File: src/hw/rtl/slint_pkg.sv
`timescale 1ns / 1ps
`default_nettype none
package slint_pkg;

  localparam int COORD_WIDTH = 16;
  localparam int FRAC_BITS   = 16;
  localparam int IN_W        = 16;
  localparam int OUT_W       = 64;

  // difference, determinant, numerator, dividend, base and extended widths
  localparam int DIFW  = COORD_WIDTH + 1;
  localparam int DETW  = 2 * DIFW + 1;
  localparam int PW    = DETW + DIFW;
  localparam int DW    = PW + FRAC_BITS;
  localparam int BASEW = COORD_WIDTH + FRAC_BITS;
  localparam int EXW   = (DW > OUT_W) ? DW : OUT_W;

  localparam int QDEPTH = 4;
  localparam int QIW    = $clog2(QDEPTH);

  localparam logic [OUT_W-1:0] QCAP    = 64'h8100_0000_0000_0000;
  localparam logic [OUT_W-1:0] POS_MAX = 64'h7FFF_FFFF_FFFF_FFFF;
  localparam logic [OUT_W-1:0] NEG_MIN = 64'h8000_0000_0000_0000;

  typedef enum logic [1:0] {
    ST_PARALLEL = 2'd0,
    ST_NONE     = 2'd1,
    ST_HIT      = 2'd2
  } status_t;

  typedef struct packed {
    status_t            status;
    logic [DETW-1:0]    d_mag;
    logic [DW-1:0]      num_x;
    logic [DW-1:0]      num_y;
    logic               qneg_x;
    logic               qneg_y;
    logic               bneg_x;
    logic               bneg_y;
    logic [BASEW-1:0]   base_x;
    logic [BASEW-1:0]   base_y;
  } job_t;

  function automatic logic signed [DIFW-1:0] sx(input logic [IN_W-1:0] f);
    logic signed [COORD_WIDTH-1:0] c;
    c = signed'(f[COORD_WIDTH-1:0]);
    return DIFW'(c);
  endfunction

  // sign-magnitude sum to saturated two's complement
  function automatic logic [OUT_W-1:0] sat_add(input logic n1, input logic [OUT_W-1:0] m1,
                                               input logic n2, input logic [OUT_W-1:0] m2);
    logic [OUT_W-1:0] m;
    logic             n;
    if (n1 == n2) begin
      m = m1 + m2;
      n = n1;
    end else if (m1 >= m2) begin
      m = m1 - m2;
      n = n1;
    end else begin
      m = m2 - m1;
      n = n2;
    end
    if (n) begin
      return (m >= NEG_MIN) ? NEG_MIN : (~m + 1'b1);
    end
    return (m > POS_MAX) ? POS_MAX : m;
  endfunction

endpackage
`default_nettype wire

File: src/hw/rtl/slint_queue.sv
`timescale 1ns / 1ps
`default_nettype none
module slint_queue (
  input  wire              clk,
  input  wire              rst_n,
  input  wire              push,
  input  slint_pkg::job_t  push_job,
  output logic             full,
  input  wire              pop,
  output logic             empty,
  output slint_pkg::job_t  pop_job
);
  import slint_pkg::*;

  job_t           mem_r [QDEPTH];
  logic [QIW-1:0] wr_r, rd_r;
  logic [QIW:0]   cnt_r;

  assign full    = (cnt_r == (QIW+1)'(QDEPTH));
  assign empty   = (cnt_r == '0);
  assign pop_job = mem_r[rd_r];

  always_ff @(posedge clk) begin
    if (!rst_n) begin
      wr_r  <= '0;
      rd_r  <= '0;
      cnt_r <= '0;
    end else begin
      if (push) begin
        wr_r <= wr_r + 1'b1;
      end
      if (pop && !empty) begin
        rd_r <= rd_r + 1'b1;
      end
      cnt_r <= cnt_r + (QIW+1)'(push) - (QIW+1)'(pop && !empty);
    end
    if (push) begin
      mem_r[wr_r] <= push_job;
    end
  end

endmodule
`default_nettype wire

File: config.mk
export PLATFORM = sky130hd
export DESIGN_NAME = slint_queue
export DESIGN_NICKNAME = d
export VERILOG_FILES = /design/src/hw/rtl/slint_pkg.sv /design/src/hw/rtl/slint_queue.sv
export SDC_FILE = /design/constraint.sdc
export NUM_CORES = 1
export LEC_CHECK = 0
export BUFFER_PORTS_ARGS = -buffer_cell sky130_fd_sc_hd__buf_2
export CORE_MARGIN = 3
export CORE_UTILIZATION = 51
export DETAILED_ROUTE_END_ITERATION = 8
export PLACE_DENSITY = 0.76
export SLEW_MARGIN = 20
export SYNTH_ARGS = -nofsm -noshare
export SYNTH_HDL_FRONTEND = slang
export SYNTH_SLANG_ARGS = --single-unit
File: constraint.sdc
create_clock -name clk -period 8.2 [get_ports clk]
set_input_delay 2.46 -clock clk [delete_from_list [all_inputs] [get_ports clk]]
set_output_delay 2.46 -clock clk [all_outputs]
set_load 0.005 [all_outputs]
Yosys cells after proc, flatten, opt, wreduce, memory -nomap -nowiden
Memories as Yosys holds them, arrays and structs flattened. A register that Yosys moved wholly into a read port is not among the register bits.
Cells that the tools add are included.

word-level totals
  RAM bits = 964
  output and inout bits = 243
  memories kept = 1
  bits of input ports = 245
  logic and storage cells = 16
  flip-flop bits (word level) = 7

cells by class
  muxes and demuxes = 4
  equality and inequality tests = 1
  $add $sub $neg = 4
  reduce and logical (&&, ||, !) cells = 3

memories
  name   depth  bits a word  read ports  clocked after memory_dff  wr ports  RTL line           RTL
  mem_r  4      241          1           1                         1         slint_queue.sv:15  job_t mem_r [QDEPTH];

operators with widths
  cell                 number
  $add 2x1->2 const B  2
  $mux 2               2
  $add 3x1->3          1
  $eq 3x3->1 const B   1
  $logic_not 3->1      1
  $sub 3x1->3          1
  $mux 1               2
  $logic_and 1x1->1    1
  $logic_not 1->1      1

Longest topological paths before layout
  depth after elaboration = 5
  mapped depth = 8
  depth with buffers taken out = 8

Least setup slack after synthesis
No wires, ideal clock.

  path kind = input port to flip-flop
  start point = input push
  end point = memory mem_r[0][0] (netlist bit) (enable)
  path buffers = 0
  cell stages on the path = 1
  setup time = 0.631 ns
  data required time = 7.569 ns
  slack = -0.343 ns
  data arrival time = 7.911 ns
  cell sequence = and2_1

on the way
  word-level cells in the longest chain between the ends = 2

RTL lines
  item                          RTL line           RTL
  from (decl)                   slint_queue.sv:6   input wire push,
  $mux 1                        slint_queue.sv:37  if (push) begin
  $mux 1 (implied by the code)  slint_queue.sv:38  mem_r[wr_r] <= push_job;
  to (decl)                     slint_queue.sv:15

Every way passes these cells.

==> flow_summary.ini <==
[clocking]
post_cts.repair.setup_buffers = 0
cts_tree = yes
ctsHoldBuffers = 0
path_clk_slew_ns = 0.06
cts_resized = 0
cts.sinks = 973
cts_root_buffer = clkbuf_16
clk_path_buf_depth = 3
clkLatencyLatePin_ns = 0.62
htreeDepth = 3
cts_buffers = 95

[logic_synthesis]
netlist_area_mm2 = 0.0352
ys_types = 20
yosysWarningCount = 0
syn_nets = 1555
syn_inst = 1303
ys_seq_area_frac = 0.826
syn_avg_cell_area_um2 = 27.1
ys_seq_elements = 973

[timing]
skew_ns = 0.0246
clock.fmax_ghz = 0.179
final.setup.tns_ns = 0
max_slew.worst_pin.slew_ns = 1.13
min_period_ns = 5.57
drv_slew = 0
slew_headroom = 0.250
rsz0062_at_grt = false
hold_violations = 0
hold_ws_ns = 0.482
finalSetupViolCount = 0
finalCritPeriodShare = 0.680

[run_status]
status = completed

[cells_and_area]
layout-drive-gt1-share = 0.457
area_growth_pct = 18.7
fill_cells = 4478
layout.cells.non_filler = 2864
finish.net_count = 2099
utilization = 0.616

[placement]
port-buffer-count = 487
gp_congestion = 0.747
placedCellCount = 2671
hpwl_um = 41100

[drt]
dr.first_iter.drc_count = 1363
route.antenna.remaining_nets = 0
drc_errors = 0
vias_per_cell = 5.57
routed_wl_um = 70100
firstDrtPassIters = 5
vias = 15900
routedWlPerCell_um = 24.5

[grt]
grt_max_degree = 125
grt_first_pass_wirelength_um = 104000
antenna_found_initial = 26
grtUsageTotal = 0.194
grt_pass1_vias = 16600
grt-ovfl-total = 0

[flow_run]
maxCapViolations = 0

[power]
power_switching_share = 0.231
p_total_mw = 12.0
internal-power_mw = 9.25
comb_power_share = 0.154
leakage_nw = 13.9
vdd_drop_max_uv = 225
p_sw_mw = 2.78
power_density_mw_per_mm2 = 287
p_clk_frac = 0.359
p_seq_frac = 0.486

[floorplanning]
start_util = 0.519
die_area_mm2 = 0.0723
core_mm2 = 0.0679
ios = 488
num_rows = 95
die_w_um = 269
die_y_um = 269

[setup_path]
max_stage_delay_ns = 0.92
cp-end-kind = output pin
critPathKind = reg2out
cp_max_fo = 91
cp-start-kind = flip-flop
crit_family = flip-flops
cp.required_ns = 5.74
critical_path_arrival_ns = 3.11
worstPathCellList = buf_12 -> mux4_2 -> buf_2
path_buf_inv = 2
crit_path_top_delay_cell = dfxtp_4

[worst_hold_path]
hold_class = reg2reg
-- cells by family after synthesis --
| kind of cell | count (synthesis) | share of synthesized area |
|---|---|---|
| flops | 973 | 0.826 |
| mux | 245 | 0.155 |
| buf+inv | 59 | 0.0119 |
| simple gates | 15 | 0.00252 |
| fa+ha+maj | 7 | 0.00270 |
| compound gates | 2 | 0.000497 |
| xor+xnor | 2 | 0.000887 |
-- power groups by stage --
stage	registers (mW)	clock network, mW	logic [mW]
after floorplan	5.89	0	1.22
after global placement	5.94	0	1.86
after detailed placement	5.95	0	1.88
after CTS	5.85	4.41	1.90
after global routing	5.87	4.62	2.01
final	5.85	4.32	1.86
-- cells in the final DEF, fill, tap and decap left out --
cell | synthesis | layout
bufinv_16 | 0 | 12
nor3b_1 | 1 | 1
ha_1 | 6 | 6
diode_2 | 0 | 16
dfxtp_1 | 9 | 7
inv_1 | 5 | 5
mux2i_1 | 4 | 4
nor2b_1 | 3 | 3
clkinvlp_4 | 0 | 3
clkinv_4 | 0 | 2
clkbuf_1 | 7 | 24
clkinv_2 | 0 | 13
inv_6 | 0 | 3
buf_4 | 0 | 7
clkinv_1 | 0 | 20
and2_4 | 0 | 4
o311ai_0 | 1 | 1
dfxtp_4 | 0 | 2
xor2_1 | 1 | 1
edfxtp_1 | 964 | 964
buf_2 | 25 | 487
clkbuf_16 | 0 | 96
and2_1 | 6 | 2
o31a_1 | 1 | 1
nor3_1 | 1 | 1
nand2_1 | 2 | 2
xnor3_1 | 1 | 1
buf_12 | 0 | 7
fa_1 | 1 | 1
nand2b_1 | 2 | 2
clkinv_16 | 0 | 1
inv_16 | 0 | 3
mux4_2 | 241 | 241
-- worst reg2reg max path: cells and delay by family (launching register included) --
| kind | cells | cell delay (ns) |
|---|---|---|
| adder cells (fa/ha/maj) | 1 | 0.18 |
| buffers and inverters | 1 | 0.90 |
| flip-flops | 1 | 0.40 |
| AND/OR/NAND/NOR | 1 | 0.83 |
-- flip-flops by register name, indices dropped and copies added, names as in the netlist, named ones only --
| signal | cells |
|---|---|
| cnt_r | 3 |
| mem_r | 964 |
| rd_r | 2 |
| wr_r | 2 |
-- per-layer routing --
metal	share of wire	wire [um]	global-route usage
met4	0.025	1780	0.0639
met2	0.50	34800	0.311
met3	0.094	6610	0.0610
met1	0.38	26700	0.256
met5	0.0028	194	0
-- layout make-up --
type | count | area [um^2] | area share
Sequential cell | 973 | 29100 | 0.696
Multi-Input combinational cell | 271 | 5710 | 0.136
Timing Repair Buffer | 501 | 2630 | 0.0629
Clock buffer | 120 | 2490 | 0.0596
Tap cell | 921 | 1150 | 0.0275
Clock inverter | 57 | 657 | 0.0157
Antenna cell | 16 | 40.0 | 0.000957
Inverter | 5 | 18.8 | 0.000449
-- synthesized netlist by cell type --
cell	n	area, um^2
edfxtp_1	964	28900
mux4_2	241	5430
buf_2	25	125
buf_6	22	248
dfxtp_1	9	180
clkbuf_1	7	26.3
and2_1	6	37.5
ha_1	6	75.1
inv_1	5	18.8
mux2i_1	4	40.0
nor2b_1	3	18.8
nand2_1	2	7.51
nand2b_1	2	12.5
fa_1	1	20.0
nor3_1	1	5.00
nor3b_1	1	7.51
o311ai_0	1	8.76
o31a_1	1	8.76
xnor3_1	1	22.5
xor2_1	1	8.76
-- worst paths after layout --
check | slack (ns) | startpoint | to | cells after the start
worst max-delay path | 2.63 | flip-flop | pop_job[175] | 3
worst min-delay path | 0.48 | rd_r[1]$_SDFFE_PN0P_ | flip-flop | 2
worst max register to register | 5.48 | wr_r[0]$_SDFFE_PN0P_ | mem_r[1][122]$_DFFE_PP_ | 3
worst min register to register | 0.48 | rd_r[1]$_SDFFE_PN0P_ | flip-flop | 2
-- through the flow --
stage	setup slack [ns]	instance area [um^2]
final	2.63	41800
after global placement	3.19	38600
after floorplan	2.35	35300
after detailed placement	3.19	38600
after CTS	2.52	41800
after global routing	2.34	41800
No activity file was read; power rests on OpenSTA's default activity.
